$ cat src/hdl/median_filter_3x3_assert.svh
// ----------------------------------------------------------------------------
// median_filter_3x3 assertion macros
// Clocked assertion helpers for the median filter; they compile away when
// SYNTH is defined.
// ----------------------------------------------------------------------------
`ifndef MEDIAN_FILTER_3X3_ASSERT_SVH
`define MEDIAN_FILTER_3X3_ASSERT_SVH
`ifndef SYNTH
// property must hold at every edge outside reset
`define MF3_ASSERT(lbl, prop, msg) \
	lbl: assert property (@(posedge clk) disable iff (!arst_n) prop) else $error(msg);
// condition must never be seen outside reset
`define MF3_NEVER(lbl, cond, msg) \
	lbl: assert property (@(posedge clk) disable iff (!arst_n) !(cond)) else $error(msg);
`else
`define MF3_ASSERT(lbl, prop, msg)
`define MF3_NEVER(lbl, cond, msg)
`endif
`endif

$ cat src/hdl/mf3_pkg.sv
// ----------------------------------------------------------------------------
// mf3_pkg
// Shared constants, types and small helper functions of the 3x3 median filter.
// ----------------------------------------------------------------------------
`default_nettype none

package mf3_pkg;

	localparam int MAX_WIDTH  = 2048;
	localparam int PIX_W      = 8;
	localparam int ROW_W      = 16;
	localparam int COL_W      = $clog2(MAX_WIDTH);
	localparam int OUT_COL_W  = 11;
	localparam int IMG_W_W    = 12;
	localparam int IMG_H_W    = 16;
	localparam int CFG_DATA_W = 16;
	localparam int CFG_IDX_W  = 1;

	localparam logic [CFG_IDX_W-1:0] REG_IMAGE_WIDTH  = CFG_IDX_W'(0);
	localparam logic [CFG_IDX_W-1:0] REG_IMAGE_HEIGHT = CFG_IDX_W'(1);

	localparam int RESET_WIDTH  = 640;
	localparam int RESET_HEIGHT = 480;

	localparam int WIN_N = 9;

	// result slots of one input pixel, in emission order
	localparam int SLOT_N      = 4;
	localparam int SLOT_CENTER = 0;
	localparam int SLOT_RIGHT  = 1;
	localparam int SLOT_BELOW  = 2;
	localparam int SLOT_CORNER = 3;

	localparam int FIFO_DEPTH = 8;
	localparam int FIFO_PTR_W = $clog2(FIFO_DEPTH);
	localparam int FIFO_CNT_W = $clog2(FIFO_DEPTH + 1);

	typedef logic [PIX_W-1:0] pix_t;

	typedef struct packed {
		pix_t [SLOT_N-1:0]   pix;
		logic [ROW_W-1:0]    row;
		logic [COL_W-1:0]    col;
		logic [SLOT_N-1:0]   mask;
	} mf3_job_t;

	function automatic pix_t min2(input pix_t a, input pix_t b);
		return (a < b) ? a : b;
	endfunction

	function automatic pix_t max2(input pix_t a, input pix_t b);
		return (a < b) ? b : a;
	endfunction

	function automatic pix_t min3(input pix_t a, input pix_t b, input pix_t c);
		return min2(min2(a, b), c);
	endfunction

	function automatic pix_t max3(input pix_t a, input pix_t b, input pix_t c);
		return max2(max2(a, b), c);
	endfunction

	function automatic pix_t med3(input pix_t a, input pix_t b, input pix_t c);
		return max2(min2(a, b), min2(max2(a, b), c));
	endfunction

	// last column index after clamping the width into [3, MAX_WIDTH]
	function automatic logic [COL_W-1:0] width_last(input logic [IMG_W_W-1:0] iw);
		if (iw < IMG_W_W'(3)) begin
			return COL_W'(2);
		end else if (32'(iw) > MAX_WIDTH) begin
			return COL_W'(MAX_WIDTH - 1);
		end else begin
			return COL_W'(iw - IMG_W_W'(1));
		end
	endfunction

	// last row index after raising the height to at least 3
	function automatic logic [ROW_W-1:0] height_last(input logic [IMG_H_W-1:0] ih);
		if (ih < IMG_H_W'(3)) begin
			return ROW_W'(2);
		end else begin
			return ROW_W'(ih - IMG_H_W'(1));
		end
	endfunction

endpackage

`default_nettype wire

$ cat src/hdl/mf3_back.sv
// ----------------------------------------------------------------------------
// mf3_back
// Result emitter: expands one job into its one to four output beats.
// ----------------------------------------------------------------------------
`default_nettype none

module mf3_back import mf3_pkg::*; (
	input  logic                  clk,
	input  logic                  arst_n,
	input  logic [FIFO_CNT_W-1:0] q_count,
	input  mf3_job_t              q_job,
	output logic                  pop,
	output logic                  out_valid,
	input  logic                  out_ready,
	output pix_t                  pixel_out,
	output logic [ROW_W-1:0]      out_row,
	output logic [OUT_COL_W-1:0]  out_col,
	output logic                  run_last,
	output logic                  frame_last
);

	mf3_job_t              job_q;
	logic [SLOT_N-1:0]     rem_q;
	logic [SLOT_N-1:0]     cur_bit;
	logic [SLOT_N-1:0]     rem_next;
	logic                  load;

	pix_t                  res_pix;
	logic [ROW_W-1:0]      res_row;
	logic [COL_W-1:0]      res_col;

	logic                  out_valid_q;
	pix_t                  pixel_q;
	logic [ROW_W-1:0]      row_q;
	logic [OUT_COL_W-1:0]  col_q;
	logic                  run_last_q;
	logic                  frame_last_q;

	// lowest pending slot goes next
	assign cur_bit  = rem_q & (~rem_q + 1'b1);
	assign rem_next = rem_q & ~cur_bit;
	assign load     = (rem_q != '0) && (!out_valid_q || out_ready);
	assign pop      = (q_count != '0) && ((rem_q == '0) || (load && (rem_next == '0)));

	always_comb begin
		res_pix = job_q.pix[SLOT_CORNER];
		res_row = job_q.row;
		res_col = job_q.col;
		if (cur_bit[SLOT_CENTER]) begin
			res_pix = job_q.pix[SLOT_CENTER];
			res_row = job_q.row - 1'b1;
			res_col = job_q.col - 1'b1;
		end else if (cur_bit[SLOT_RIGHT]) begin
			res_pix = job_q.pix[SLOT_RIGHT];
			res_row = job_q.row - 1'b1;
		end else if (cur_bit[SLOT_BELOW]) begin
			res_pix = job_q.pix[SLOT_BELOW];
			res_col = job_q.col - 1'b1;
		end
	end

	always_ff @(posedge clk or negedge arst_n) begin
		if (!arst_n) begin
			rem_q       <= '0;
			out_valid_q <= 1'b0;
		end else begin
			if (pop) begin
				rem_q <= q_job.mask;
			end else if (load) begin
				rem_q <= rem_next;
			end
			if (load) begin
				out_valid_q <= 1'b1;
			end else if (out_ready) begin
				out_valid_q <= 1'b0;
			end
		end
	end

	always_ff @(posedge clk) begin
		if (pop) begin
			job_q <= q_job;
		end
		if (load) begin
			pixel_q      <= res_pix;
			row_q        <= res_row;
			col_q        <= OUT_COL_W'(res_col);
			run_last_q   <= (rem_next == '0);
			frame_last_q <= cur_bit[SLOT_CORNER];
		end
	end

	assign out_valid  = out_valid_q;
	assign pixel_out  = pixel_q;
	assign out_row    = row_q;
	assign out_col    = col_q;
	assign run_last   = run_last_q;
	assign frame_last = frame_last_q;

endmodule

`default_nettype wire

$ cat config.mk
export PLATFORM = sky130hd
export DESIGN_NAME = mf3_back
export DESIGN_NICKNAME = d
export VERILOG_FILES = /design/src/hdl/median_filter_3x3_assert.svh /design/src/hdl/mf3_pkg.sv /design/src/hdl/mf3_back.sv
export SDC_FILE = /design/constraint.sdc
export NUM_CORES = 1
export LEC_CHECK = 0
export BUFFER_PORTS_ARGS = -buffer_cell sky130_fd_sc_hd__clkbuf_2
export CAP_MARGIN = 20
export CORE_AREA = 8 8 98 100
export DETAILED_ROUTE_END_ITERATION = 10
export DIE_AREA = 0 0 106 108
export HOLD_SLACK_MARGIN = 0.1
export PLACE_DENSITY = 0.87
export SYNTH_ARGS = -nofsm -noshare
export SYNTH_HDL_FRONTEND = slang
export SYNTH_SLANG_ARGS = --single-unit
$ cat constraint.sdc
create_clock -name clk -period 7.3 [get_ports clk]
set_input_delay 1.46 -clock clk [delete_from_list [all_inputs] [get_ports clk]]
set_output_delay 1.46 -clock clk [all_outputs]
set_load 0.02 [all_outputs]
== Word level (Yosys, flattened, before mapping) ==
Index checks and enable logic that the tools add are counted.
Word-level totals
  register bits: 101
  bits of input ports: 70
  output and inout port bits: 39
  logic and storage cells: 44
Cells by class
  add/sub/neg operators: 3
  muxes and demuxes: 12
  bitwise logic cells: 4
  reduce and logical (&&, ||, !) cells: 12
Operator list (count)
  $mux W11: 3
  $mux W16: 2
  $mux W8: 3
  $sub A16 B1 Y16 const B: 1
  $sub A11 B1 Y11 const B: 1
  $and A4 B4 Y4: 2
  $logic_not A4 Y1: 2
  $mux W4: 2
  $not A4 Y4: 2
  $reduce_bool A4 Y1: 2
  $add A4 B1 Y4 const B: 1
  $reduce_bool A2 Y1: 2
  $logic_and A1 B1 Y1: 3
  $logic_or A1 B1 Y1: 2
  $mux W1: 2
  $logic_not A1 Y1: 1

== Depth between registers and ports, before layout ==
  depth after elaboration: 10
  depth in mapped cells: 6
  depth with buffers taken out: 6

== Least setup slack after synthesis ==
No wires, ideal clock.
  kind: input to output
  from: in out_ready
  to: out pop
  arrival: 5449 ps
  setup slack: 391 ps
  cell stages on the path: 3
  buffers on the path: 0
  cells stage by stage: nand2b_1 -> nand3_1 -> a31oi_1
Between the ends
  word-level cells in the longest chain between the ends: 5
Ends and longest elaborated chain
  start, declared: line mf3_back.sv:14  | input logic out_ready,
  $logic_or A1 B1 Y1: line mf3_back.sv:42  | assign load = (rem_q != '0) && (!out_valid_q || out_ready);
  $logic_and A1 B1 Y1: line mf3_back.sv:42
  $logic_and A1 B1 Y1: line mf3_back.sv:43  | assign pop = (q_count != '0) && ((rem_q == '0) || (load && (rem_next == '0)));
  $logic_or A1 B1 Y1: line mf3_back.sv:43
  $logic_and A1 B1 Y1: line mf3_back.sv:43
  end, declared: line mf3_back.sv:12  | output logic pop,
Every way passes these cells.

== Final worst setup path ==
Ends and elaborated chain as after synthesis.

==> impl_metrics.csv <==
group,metric,value,unit
timing,rsz0062_at_grt,"no",
timing,slew_viol_final,0,
min_path,min_path_cells,2,
routing,dr.pass1.iters,4,
placed_design,gp_congestion,0.827,
clocking,postCtsHoldBufs,0,
floorplanning,start_util,48.7,%
setup_path,r2r_start,"rem_q[1]$_DFFE_PN0P_",
setup_path,rr_endpoint,"job_q[35]$_DFFE_PP_",
finish,seq_area,3010,µm²
logic_synthesis,synth_cell_types,34,
setup_path,worst-endpoint-arrival,2.40,ns
logic_synthesis,async_flop_share,4.95,%
floorplanning,die_h,108,µm
routing,vias,2332,
clocking,insertion_delay,0.36,ns
logic_synthesis,synth.most_common_cell,"edfxtp_1",
timing,fmax,259,MHz
clocking,cts_max_path_buffers,2,
clocking,post_cts_buffers,0,
grt,antenna_found_initial,0,
setup_path,critPathMaxStageDelay,0.32,ns
logic_synthesis,synth_area,3920,µm²
floorplanning,fp-row-count,33,
pwr,power.leakage,1.89,nW
placed_design,io_buffers,108,
placed_design,pre_cts_slack,3.44,ns
timing,setup_slack,3.44,ns
clocking,clock-sinks,101,
routing,drc,0,
pwr,ir_drop,236,µV
placed_design,dp_hpwl,5580,µm
routing,post_drt_wl_per_cell,15.8,µm
setup_path,crit_path_start_kind,"primary input",
logic_synthesis,synth_common_cells,"edfxtp_1 (96), nor2_1 (18), nand2_1 (16)",
finish,syn2layout_area_growth,22.3,%
logic_synthesis,yosys.area.top_type,"edfxtp_1",
setup_path,cp_common_cell,"clkbuf_2",
grt,grt_use_total,13.2,%
timing,slew_headroom,31.5,%
clocking,cts_made_buffers,9,
logic_synthesis,syn-num-nets,318,
timing,worst_pin_slew,1.03,ns
routing,wirelength,7400,µm
finish,final_nets,430,
floorplanning,die_w,106,µm
min_path,holdPathEnd,"pixel_out[0]$_DFFE_PP_",
clocking,path_clk_slew,0.09,ns
timing,timing.final.crit_share,52.8,%
pwr,powerDensity,450,nW/µm²
timing,setup_violations,0,
clocking,post_cts_resized,0,
clocking,h-tree-depth,3,
routing,antenna_left,0,
logic_synthesis,synth-seq-cells,101,
finish,drive_gt1_share,36.6,%
min_path,min_from,"job_q[31]$_DFFE_PP_",
grt,grt_pass1_vias,2499,
timing,hold_violations,0,
setup_path,crit_path_end_kind,"primary output",
floorplanning,die_area,11400,µm²
logic_synthesis,synth_area_leaders,"edfxtp_1 (74%), dfrtp_1 (3.2%), xor2_1 (2.9%)",
min_path,hold_path_class,"reg2reg",
logic_synthesis,ys.flop_type,"edfxtp_1",
setup_path,critPathBufInv,2,
setup_path,startpoint,"out_ready",
logic_synthesis,post_synth.cell_area_avg,15.9,µm²
setup_path,ff2ff_path_depth,4,
logic_synthesis,synth-edff-count,96,
logic_synthesis,synth_top_area_share,73.5,%
clocking,cts_tree,"built",
setup_path,worst_ep_required_time,5.84,ns
logic_synthesis,ys_seq_area_share,76.7,%
timing,final.setup.tns,0,ns
timing,layout_min_cycle_time,3.86,ns
setup_path,reg2reg_slack,4.72,ns
routing,drt_iter0_markers,130,
routing,drt-vias-per-instance,4.98,
outcome,status,"finished clean",
logic_synthesis,yosysWarnings,0,
floorplanning,num_io_pins,109,
finish,multiInputGateArea,878,µm²
grt,grt_first_pass_wirelength,11600,µm
finish,n_antenna_cell,0,
setup_path,crit_fanout,6,
clocking,cts-root-buf,"clkbuf_8",
finish,fill_cells,640,
setup_path,cp_cell_sequence,"clkbuf_2 -> nand2b_1 -> o21ai_0 -> a31oi_4 -> clkbuf_2",
grt,grt_overflow_total,0,
logic_synthesis,synth_cells,246,
setup_path,critPathTopFamily,"compound AO/OA/AOI/OAI gates",
run,maxCapViolCount,0,
timing,clock_skew,0.0108,ns
setup_path,cp_slowest_cell,"o21ai_0",
grt,grt_start_max_net_pins,64,
setup_path,critPathKind,"in2out",
floorplanning,core_area,8050,µm²
==> metal layers <==
metal / global-route usage [%] / wire length (µm) / vias to the layer above / share of wire, %
li1: - / - / 1146 / -
met1: 14.0 / 2860 / 1095 / 39
met2: 23.4 / 3900 / 76 / 53
met3: 3.87 / 454 / 15 / 6.1
met4: 7.04 / 182 / 0 / 2.5
met5: 0 / 0 / - / 0
==> report_power, final <==
| part | internal [mW] | switching (mW) | leakage, nW | total [mW] |
|---|---|---|---|---|
| logic | 0.219 | 0.425 | 0.806 | 0.644 |
| registers | 1.00 | 0.156 | 0.981 | 1.16 |
| clock network | 0.164 | 0.191 | 0.106 | 0.354 |
==> area by class of cell <==
cell class                      count  area share, %
Inverter                            7          0.548
Sequential cell                   101           62.7
Clock inverter                      7           1.70
Tap cell                          105           2.74
Clock buffer                        9           2.58
Timing Repair Buffer              109           11.4
Multi-Input combinational cell    130           18.3
==> logic make-up (layout without fill, tap and decap cells) <==
| logic type | count (synthesis) | after routing | synth area share [%] |
|---|---|---|---|
| AO/OA/AOI/OAI | 31 | 31 | 5.01 |
| adder cells (fa/ha/maj) | 2 | 2 | 0.638 |
| AND/OR/NAND/NOR | 64 | 64 | 8.52 |
| flip-flops | 101 | 101 | 76.7 |
| buffers and inverters | 15 | 132 | 1.47 |
| XOR/XNOR | 24 | 24 | 5.36 |
| multiplexers | 9 | 9 | 2.30 |
==> metrics by stage <==
step | hold WS, ns | total power, mW | area (µm²) | cells | utilization (%)
4_1_cts | 0.541 | 2.18 | 4800 | 468 | 59.6
2_1_floorplan | 0.500 | 1.62 | 3920 | 246 | -
3_5_place_dp | 0.532 | 1.83 | 4590 | 452 | 57.0
5_1_grt | 0.570 | 2.29 | 4800 | 468 | 59.6
3_3_place_gp | 0.519 | 1.79 | 4590 | 452 | 57.0
6_report | 0.542 | 2.16 | 4800 | 468 | 59.6
==> worst max path at each step <==
stage / to / cells after the start
global route: pop / 5
global placement: pop / 5
finish: pop / 5
floorplan: pop / 3
detailed placement: pop / 5
CTS: pop / 5
==> sequential cells by signal, indices dropped and copies added (netlist names) <==
signal and flops:
frame_last 1, job_q 59, out_col 11, out_row 16, out_valid 1, pixel_out 8, rem_q 4, run_last 1
==> cells in the final DEF (no fill, tap or decap), drive strengths merged, types with 5 or more instances in the layout <==
| master | netlist | routed |
|---|---|---|
| a21oi | 10 | 10 |
| clkbuf | 7 | 117 |
| dfrtp | 5 | 5 |
| edfxtp | 96 | 96 |
| inv | 7 | 10 |
| mux2i | 9 | 9 |
| nand2 | 16 | 16 |
| nor2 | 18 | 18 |
| nor3 | 9 | 9 |
| o21ai | 11 | 11 |
| xnor2 | 11 | 11 |
| xor2 | 13 | 13 |
==> worst min-delay path: stages, from the launching register on <==
cell	delay [ns]
edfxtp_1	0.33
nand2_1	0.05
o21ai_0	0.06
Power figures use the tool's default switching activity.
