--- src/hdl/median_filter_3x3_assert.svh ---
// ----------------------------------------------------------------------------
// median_filter_3x3 assertion macros
// Clocked assertion helpers for the median filter; they compile away when
// SYNTH is defined.
// ----------------------------------------------------------------------------
`ifndef MEDIAN_FILTER_3X3_ASSERT_SVH
`define MEDIAN_FILTER_3X3_ASSERT_SVH
`ifndef SYNTH
// property must hold at every edge outside reset
`define MF3_ASSERT(lbl, prop, msg) \
	lbl: assert property (@(posedge clk) disable iff (!arst_n) prop) else $error(msg);
// condition must never be seen outside reset
`define MF3_NEVER(lbl, cond, msg) \
	lbl: assert property (@(posedge clk) disable iff (!arst_n) !(cond)) else $error(msg);
`else
`define MF3_ASSERT(lbl, prop, msg)
`define MF3_NEVER(lbl, cond, msg)
`endif
`endif

--- src/hdl/mf3_pkg.sv ---
// ----------------------------------------------------------------------------
// mf3_pkg
// Shared constants, types and small helper functions of the 3x3 median filter.
// ----------------------------------------------------------------------------
`default_nettype none

package mf3_pkg;

	localparam int MAX_WIDTH  = 2048;
	localparam int PIX_W      = 8;
	localparam int ROW_W      = 16;
	localparam int COL_W      = $clog2(MAX_WIDTH);
	localparam int OUT_COL_W  = 11;
	localparam int IMG_W_W    = 12;
	localparam int IMG_H_W    = 16;
	localparam int CFG_DATA_W = 16;
	localparam int CFG_IDX_W  = 1;

	localparam logic [CFG_IDX_W-1:0] REG_IMAGE_WIDTH  = CFG_IDX_W'(0);
	localparam logic [CFG_IDX_W-1:0] REG_IMAGE_HEIGHT = CFG_IDX_W'(1);

	localparam int RESET_WIDTH  = 640;
	localparam int RESET_HEIGHT = 480;

	localparam int WIN_N = 9;

	// result slots of one input pixel, in emission order
	localparam int SLOT_N      = 4;
	localparam int SLOT_CENTER = 0;
	localparam int SLOT_RIGHT  = 1;
	localparam int SLOT_BELOW  = 2;
	localparam int SLOT_CORNER = 3;

	localparam int FIFO_DEPTH = 8;
	localparam int FIFO_PTR_W = $clog2(FIFO_DEPTH);
	localparam int FIFO_CNT_W = $clog2(FIFO_DEPTH + 1);

	typedef logic [PIX_W-1:0] pix_t;

	typedef struct packed {
		pix_t [SLOT_N-1:0]   pix;
		logic [ROW_W-1:0]    row;
		logic [COL_W-1:0]    col;
		logic [SLOT_N-1:0]   mask;
	} mf3_job_t;

	function automatic pix_t min2(input pix_t a, input pix_t b);
		return (a < b) ? a : b;
	endfunction

	function automatic pix_t max2(input pix_t a, input pix_t b);
		return (a < b) ? b : a;
	endfunction

	function automatic pix_t min3(input pix_t a, input pix_t b, input pix_t c);
		return min2(min2(a, b), c);
	endfunction

	function automatic pix_t max3(input pix_t a, input pix_t b, input pix_t c);
		return max2(max2(a, b), c);
	endfunction

	function automatic pix_t med3(input pix_t a, input pix_t b, input pix_t c);
		return max2(min2(a, b), min2(max2(a, b), c));
	endfunction

	// last column index after clamping the width into [3, MAX_WIDTH]
	function automatic logic [COL_W-1:0] width_last(input logic [IMG_W_W-1:0] iw);
		if (iw < IMG_W_W'(3)) begin
			return COL_W'(2);
		end else if (32'(iw) > MAX_WIDTH) begin
			return COL_W'(MAX_WIDTH - 1);
		end else begin
			return COL_W'(iw - IMG_W_W'(1));
		end
	endfunction

	// last row index after raising the height to at least 3
	function automatic logic [ROW_W-1:0] height_last(input logic [IMG_H_W-1:0] ih);
		if (ih < IMG_H_W'(3)) begin
			return ROW_W'(2);
		end else begin
			return ROW_W'(ih - IMG_H_W'(1));
		end
	endfunction

endpackage

`default_nettype wire

--- src/hdl/mf3_fifo.sv ---
// ----------------------------------------------------------------------------
// mf3_fifo
// Short job queue between the pixel intake and the result emitter.
// ----------------------------------------------------------------------------
`default_nettype none
`include "median_filter_3x3_assert.svh"

module mf3_fifo import mf3_pkg::*; (
	input  logic                  clk,
	input  logic                  arst_n,
	input  logic                  push,
	input  mf3_job_t              din,
	input  logic                  pop,
	output mf3_job_t              dout,
	output logic [FIFO_CNT_W-1:0] count
);

	mf3_job_t              entry_q [FIFO_DEPTH];
	logic [FIFO_PTR_W-1:0] wr_ptr_q;
	logic [FIFO_PTR_W-1:0] rd_ptr_q;
	logic [FIFO_CNT_W-1:0] count_q;

	function automatic logic [FIFO_PTR_W-1:0] ptr_inc(input logic [FIFO_PTR_W-1:0] p);
		return (p == FIFO_PTR_W'(FIFO_DEPTH - 1)) ? '0 : p + 1'b1;
	endfunction

	always_ff @(posedge clk or negedge arst_n) begin
		if (!arst_n) begin
			wr_ptr_q <= '0;
			rd_ptr_q <= '0;
			count_q  <= '0;
		end else begin
			if (push) begin
				wr_ptr_q <= ptr_inc(wr_ptr_q);
			end
			if (pop) begin
				rd_ptr_q <= ptr_inc(rd_ptr_q);
			end
			if (push && !pop) begin
				count_q <= count_q + 1'b1;
			end else if (pop && !push) begin
				count_q <= count_q - 1'b1;
			end
		end
	end

	always_ff @(posedge clk) begin
		if (push) begin
			entry_q[wr_ptr_q] <= din;
		end
	end

	assign dout  = entry_q[rd_ptr_q];
	assign count = count_q;

	`MF3_NEVER(a_push_full, push && (count_q == FIFO_CNT_W'(FIFO_DEPTH)), "job pushed into full queue")
	`MF3_NEVER(a_pop_empty, pop && (count_q == '0), "job popped from empty queue")
	`MF3_ASSERT(a_count_up, push && !pop |=> count_q == $past(count_q) + 1'b1, "fill count missed a push")
	`MF3_ASSERT(a_count_down, pop && !push |=> count_q == $past(count_q) - 1'b1, "fill count missed a pop")

endmodule

`default_nettype wire

--- config.mk ---
export PLATFORM = sky130hd
export DESIGN_NAME = mf3_fifo
export DESIGN_NICKNAME = d
export VERILOG_FILES = /design/src/hdl/mf3_pkg.sv /design/src/hdl/mf3_fifo.sv
export VERILOG_INCLUDE_DIRS = /design/src /design/src/hdl
export SDC_FILE = /design/constraint.sdc
export NUM_CORES = 1
export LEC_CHECK = 0
export BUFFER_PORTS_ARGS = -buffer_cell sky130_fd_sc_hd__buf_2
export CAP_MARGIN = 20
export CORE_ASPECT_RATIO = 1.2
export CORE_MARGIN = 2
export CORE_UTILIZATION = 64
export DETAILED_ROUTE_END_ITERATION = 16
export PLACE_DENSITY_LB_ADDON = 0.25
export SLEW_MARGIN = 20
export SYNTH_ARGS = -nofsm -noshare
export SYNTH_HDL_FRONTEND = slang
export SYNTH_SLANG_ARGS = --single-unit
--- constraint.sdc ---
create_clock -name clk -period 16 [get_ports clk]
set_input_delay 0.8 -clock clk [delete_from_list [all_inputs] [get_ports clk]]
set_output_delay 0.8 -clock clk [all_outputs]
set_load 0.01 [all_outputs]
### Yosys cells after proc, flatten, opt, wreduce, memory -nomap -nowiden

Memories as Yosys holds them, arrays and structs flattened.
Index checks and enable logic that the tools add are counted.

| word-level totals | value |
|---|---|
| register bits | 10 |
| RAM bits | 504 |
| input bits | 67 |
| output and inout port bits | 67 |
| memories kept | 1 |

Memory list:

| memory | words | bits a word | read ports | clocked after Yosys merged registers in | wr ports | RTL line | text |
|---|---|---|---|---|---|---|---|
| entry_q | 8 | 63 | 1 | 0 | 1 | mf3_fifo.sv:18 | `mf3_job_t entry_q [FIFO_DEPTH];` |

| cells by class | value |
|---|---|
| $add $sub $neg | 4 |
| eq/ne operators | 2 |
| multiplexer cells | 6 |
| reductions and logical operators | 5 |

Operator list:

| cell | number |
|---|---|
| two-way mux 4 bit | 2 |
| adder 3 x 1 -> 3 bit, second input constant | 2 |
| == test 3 bit, second input constant | 2 |
| two-way mux 3 bit | 2 |
| adder 4 x 1 -> 4 bit, second input constant | 1 |
| subtractor 4 x 1 -> 4 bit, second input constant | 1 |
| logical AND 1 bit | 2 |
| zero test 1 bit | 2 |
| two-way mux 1 bit | 2 |
| nonzero test 2 bit | 1 |

### Logic depth before layout (Yosys ltp)

Gate-level depths: netlist (run 1).

| depth | value |
|---|---|
| depth after elaboration | 4 |
| mapped depth | 7 |
| mapped depth without buffers | 7 |

### Least setup slack after synthesis (run 1)

OpenSTA, ideal clock, no wires.

| path | value |
|---|---|
| path type | input-to-reg |
| start point | in push |
| end point | mem entry_q[0][0] in the netlist's numbering (enable) |
| library setup time | 0.561 ns |
| arrival time | 5.178 ns |
| data required time | 15.439 ns |
| setup slack | 10.261 ns |
| cell stages on the path | 2 |
| path through | nand2b_1 > nor3_1 |

| on the way | value |
|---|---|
| longest elaborated chain between the ends | 2 |

RTL lines:

| element | RTL line | text |
|---|---|---|
| from (decl) | mf3_fifo.sv:11 | `input logic push,` |
| two-way mux 1 bit | mf3_fifo.sv:48 | `if (push) begin` |
| two-way mux 1 bit (not written as such) | mf3_fifo.sv:49 | `entry_q[wr_ptr_q] <= din;` |
| to (decl) | mf3_fifo.sv:18 |  |

Every way passes these cells.

==> results.toml, run 1 <==
[critical_path]
crit_chain = "buf_4, mux4_2, mux2_2, buf_2"
worstSetupPathType = "flop to primary output"
path_max_fanout = 68
max_stage_delay_ps = 1010
crit_cells = 4
start_kind = "flop"
r2r_end = "entry_q[7][20]"
crit_start = "rd_ptr_q[1]"
rrSetupSlack_ps = 13490
cp-endpoint = "dout[33]"
worst-path-buf-inv = 2
end_kind = "primary output"
crit-reg2reg-launch = "wr_ptr_q[2]"
crit_required_ps = 15200
arrival_ps = 3360
slowest_stage = "dfrtp_4"
rr_worst_depth = 3
cpLargestDelayFamily = "buffers and inverters"

[final_layout]
instances_no_fill = 1387
final_common_cell = "edfxtp_1"
areaGrowthSynthToFinish_pct = 13.5
final_nets = 1026
drive_above_1_share_pct = 42.0
final_core_util_pct = 73.2
final_cell_mix = "edfxtp_1, buf_2, mux4_2"

[yosys]
ys_ff_latch = 514
synth_compound_area_share_pct = 0.262
yosysSeqAreaShare_pct = 78.7
synthDistinctLibCells = 26
synthXorXnorAreaFrac_pct = 0.0896
yosys.area_share.adder_pct = 0.550
yosys.area.top_type_share_pct = 77.4
synth_top_family_by_area = "multiplexers"
synth-simple-area-share_pct = 0.627
netlist_area_um2 = 19500
syn-num-nets = 867
yosys_warnings = 0
synthTopCellsByArea = "edfxtp_1, mux4_2, mux2_2"
synth_mux_area_share_pct = 18.5
syn_inst = 792
synth_area_leader_cell = "edfxtp_1"
syn_area_per_cell_um2 = 24.7

[timing]
max-slew-margin-rel_pct = 25.0
rsz0062_at_grt = "no"
whs_ps = 106
slew_violations = 0
max_freq_ghz = 0.240
finalClockSkew_ps = 7.21
tns_ps = 0
tightest_slew_ps = 1130
post-route-min-period_ps = 4160
finalSetupViolCount = 0
period_share_pct = 26.0
final-hold-violation-count = 0

[clock_network]
cts_tree = "yes"
cts_max_level = 2
cts_hold_buf = 0
clk_pin_slew_worst_paths_ps = 70
postCtsResizedCells = 0
cts_root_buf = "clkbuf_16"
insertion_delay_ps = 540
clkSinkCount = 514
cts_buffer_depth = 3
cts_buffers = 46
postCtsSetupBuffers = 0

[detailed_routing]
dr.pass1.iters = 5
wire_per_inst_um = 25.8
vias = 8556
ant_nets = 0
routed_wl_um = 35800
route.detailed.drc = 0
viasPerCell = 6.17
drtIter0Drc = 724

[floorplan]
initial_utilization_pct = 64.5
die-area_um2 = 32000
core.rowCount = 70
io_pins = 134
die_w_um = 164
core_um2 = 30300
fp.dieH_um = 195

[place]
gp_congestion = 0.712
numPortBuffers = 133
place_inst = 1298
dp_hpwl_um = 17400

[power_and_ir_drop]
pwr-share-clk_pct = 27.1
netSwitchingFraction_pct = 27.9
p_per_area_nw_per_um2 = 181
ir_drop_uv = 182
netSwitchingPower_mw = 1.12
leakage_nw = 7.22
seqPwrFrac_pct = 44.6
intPower_mw = 2.90
comb_power_share_pct = 28.3

[flow_run]
maxCapViolCount = 0

[grt]
grt_overflow_total = 0
antenna_found_initial = 6
grt_usage_pct = 23.4
grt_pass1_wl_um = 54500
grt_pass1_vias = 9091
grt_start_max_net_pins = 106

[run_status]
status = "finished, final reports clean"

[min_path]
hold_path_class = "input port to async pin"
-- power by group through the flow --
stage	sequential, mW	clock [mW]	combinational (mW)
after CTS	1.80	1.11	1.16
final	1.79	1.09	1.14
after global routing	1.81	1.16	1.23
after floorplan	1.77	0	0.859
after global placement	1.81	0	1.14
after detailed placement	1.82	0	1.15
-- metal layers --
layer  part of all wire [%]  global-route usage (%)  up-vias
li1                       -                       -     3717
met1                     39                    31.2     4495
met2                     52                    39.8      269
met3                    6.5                    5.12       67
met4                    2.0                    6.08        8
met5                   0.15                       0        -
-- metrics by stage --
| stage | area [µm²] | total power, mW | setup WS, ps |
|---|---|---|---|
| 2_1_floorplan | 19500 | 2.63 | 10260 |
| 6_report | 22200 | 4.02 | 11840 |
| 5_1_grt | 22200 | 4.20 | 11690 |
| 3_5_place_dp | 20600 | 2.98 | 12360 |
| 4_1_cts | 22200 | 4.07 | 11770 |
| 3_3_place_gp | 20600 | 2.95 | 12370 |
-- cell usage after synthesis, drive strengths merged --
cell / instances
o21ai: 3
nand2b: 2
fa: 1
a2111o: 1
dfrtp: 10
buf: 27
inv: 4
nor2: 8
clkbuf: 9
or4: 1
mux4: 126
edfxtp: 504
nand3: 2
mux2: 68
nand3b: 3
a21oi: 2
mux2i: 1
o211ai: 2
ha: 7
or3: 1
nand2: 5
nor3: 3
xnor2: 2
-- layout make-up --
class / count / area (µm²)
fill: 1709 / 8110
clock buffer: 57 / 1260
tap: 396 / 495
sequential: 514 / 15400
timing repair buffer: 147 / 796
multi-input combinational: 238 / 3970
inverter: 4 / 15.0
clock inverter: 28 / 256
antenna: 3 / 7.51
-- sequential cells by signal (all words and copies together) (netlist names) --
register	flops
wr_ptr_q	3
count	4
rd_ptr_q	3
entry_q	504
-- worst min path at each step --
stage / endpoint / slack (ps)
after floorplan: count[0] / 500
after global placement: count[2] / 510
after detailed placement: count[2] / 520
after CTS: rd_ptr_q[2] / 90
after global routing: rd_ptr_q[1] / 110
final: rd_ptr_q[2] / 110
-- cells by family (layout without fill, tap and decap cells) --
kind of cell               count (synthesis)  count (layout)
adders and majority gates                  8               8
muxes                                    195             195
other                                      0               3
and+or+nand+nor                           25              25
xor gates and xnor gates                   2               2
AOI/OAI and AO/OA                          8               8
buffers and inverters                     40             236
DFF                                      514             514
(Power assumes the default switching activity.)
==> run 2, diff against run 1 <==
--- a/config.mk
+++ b/config.mk
@@ -10,7 +10,7 @@
 export CAP_MARGIN = 20
 export CORE_ASPECT_RATIO = 1.2
 export CORE_MARGIN = 2
-export CORE_UTILIZATION = 64
+export CORE_UTILIZATION = 54
 export DETAILED_ROUTE_END_ITERATION = 16
 export PLACE_DENSITY_LB_ADDON = 0.25
 export SLEW_MARGIN = 20
==> constraint.sdc (replaced) <==
create_clock -name clk -period 3.5 [get_ports clk]
set_input_delay 0.175 -clock clk [delete_from_list [all_inputs] [get_ports clk]]
set_output_delay 0.175 -clock clk [all_outputs]
set_load 0.01 [all_outputs]
==> run 2 against run 1 <==
Routed wire length up 0.46%. Hold slack better by 310 ps. First-iteration DRC count grew 9.1%. Clock-buffer cell count grew 4. Die area increased by 18%. Final cell count grew 11%. Setup slack got worse by 11000 ps. Clock skew up 8.8 ps. Sequential share of layout area down 2.9 points. Register-to-register slack worse by 12000 ps. Highest routed layer unchanged.
==> results.toml, run 2 (synthesis gave the netlist of run 1 again) <==
[timing]
max-slew-margin-rel_pct = 48.6
slew_violations = 0
finalClockSkew_ps = 16.0
max_freq_ghz = 0.339
rsz0062_at_grt = "no"
post-route-min-period_ps = 2950
tns_ps = 0
tightest_slew_ps = 769
finalSetupViolCount = 0
period_share_pct = 84.4
final-hold-violation-count = 0

[critical_path]
arrival_ps = 2780
rrSetupSlack_ps = 1430
r2r_end = "entry_q[1][23]"
crit-reg2reg-launch = "wr_ptr_q[2]"
crit_cells = 4
crit_required_ps = 3320
worst-path-buf-inv = 2
rr_worst_depth = 3
worstSetupPathType = "flop to primary output"
crit_chain = "buf_12, mux4_2, mux2_2, buf_2"
end_kind = "primary output"
path_max_fanout = 31
cpLargestDelayFamily = "flip-flops"
slowest_stage = "dfrtp_4"
max_stage_delay_ps = 870
start_kind = "flop"

[place]
place_inst = 1381
dp_hpwl_um = 19600
gp_congestion = 0.710
numPortBuffers = 133
place_area_um2 = 21000

[floorplan]
core_um2 = 35800
io_pins = 134
core.rowCount = 76
die_w_um = 178
fp.dieH_um = 212
initial_utilization_pct = 54.7
die-area_um2 = 37700

[clock_network]
cts_root_buf = "clkbuf_16"
cts_hold_buf = 67
postCtsResizedCells = 0
clk_pin_slew_worst_paths_ps = 60
cts_buffers = 48
clkSinkCount = 514
insertion_delay_ps = 560
cts_tree = "yes"
postCtsSetupBuffers = 0
cts_buffer_depth = 3
cts_max_level = 2

[detailed_routing]
drtIter0Drc = 790
routed_wl_um = 36000
dr.pass1.iters = 5
ant_nets = 0
viasPerCell = 5.68
route.detailed.drc = 0
wire_per_inst_um = 23.4
vias = 8732

[grt]
grt_pass1_vias = 9314
grt_usage_pct = 19.8
grt_pass1_wl_um = 54700
antenna_found_initial = 1
grt_start_max_net_pins = 56
grt_overflow_total = 0

[final_layout]
regMostFlops = "entry_q"
final_cell_mix = "edfxtp_1, buf_2, mux4_2"
instances_no_fill = 1536
final_core_util_pct = 64.8
n_antenna_cell = 0
drive_above_1_share_pct = 39.7
areaGrowthSynthToFinish_pct = 18.4
largest_reg_flops = 504
final_nets = 1105
fin_area_um2 = 23200
final_common_cell = "edfxtp_1"

[min_path]
whs_path_depth = 2
min_from = "din[56]"
hold_path_class = "input port to flop"
min_to = "entry_q[2][56]"

[power_and_ir_drop]
leakage_nw = 7.59
p_per_area_nw_per_um2 = 801
ir_drop_uv = 517
p_total_mw = 18.5

[run_status]
status = "finished, final reports clean"

[flow_run]
maxCapViolCount = 0
[run 2: cell types whose count changed in the layout (fill, tap and decap cells not counted)]
cell	before	now
clkbuf_1	8	12
buf_12	2	15
inv_6	1	2
diode_2	3	0
buf_4	12	9
nor3_2	2	0
dlygate4sd3_1	0	67
nor3_4	0	2
clkinvlp_4	2	0
clkinv_2	6	8
bufinv_16	5	3
[run 2: worst max path at each step]
| stage | startpoint | slack [ps] | end |
|---|---|---|---|
| final | rd_ptr_q[0] | 550 | dout[26] |
| after global routing | rd_ptr_q[0] | 380 | dout[37] |
| after CTS | rd_ptr_q[0] | 460 | dout[26] |
| after detailed placement | rd_ptr_q[0] | 1080 | dout[26] |
| after global placement | rd_ptr_q[0] | 1090 | dout[37] |
| after floorplan | wr_ptr_q[0] | -240 | entry_q[2][0] |
[run 2: power breakdown]
part	switching, mW	leakage [nW]	internal [mW]
sequential	0.513	4.69	7.71
clock	2.10	0.723	2.78
combinational	2.60	2.17	2.84
[run 2: per-stage QoR]
stage	hold WS, ps	setup WS, ps
6_report	416	546
5_1_grt	415	381
4_1_cts	393	458
3_5_place_dp	54.5	1080
3_3_place_gp	53.3	1090
2_1_floorplan	-121	-242
[run 2: routing by layer]
layer	global-route usage (%)	part of all wire, %	wire length [µm]
met1	26.3	41	14700
met2	34.4	53	19000
met3	3.68	5.1	1830
met4	4.15	1.3	467
met5	0	0.036	13
[run 2: cell type report]
type                            count  area (µm²)
Timing Repair Buffer              224        1700
Clock inverter                     27         200
Tap cell                          468         586
Fill cell                        2411       12600
Inverter                            4        15.0
Sequential cell                   514       15400
Multi-Input combinational cell    238        3980
Clock buffer                       61        1270
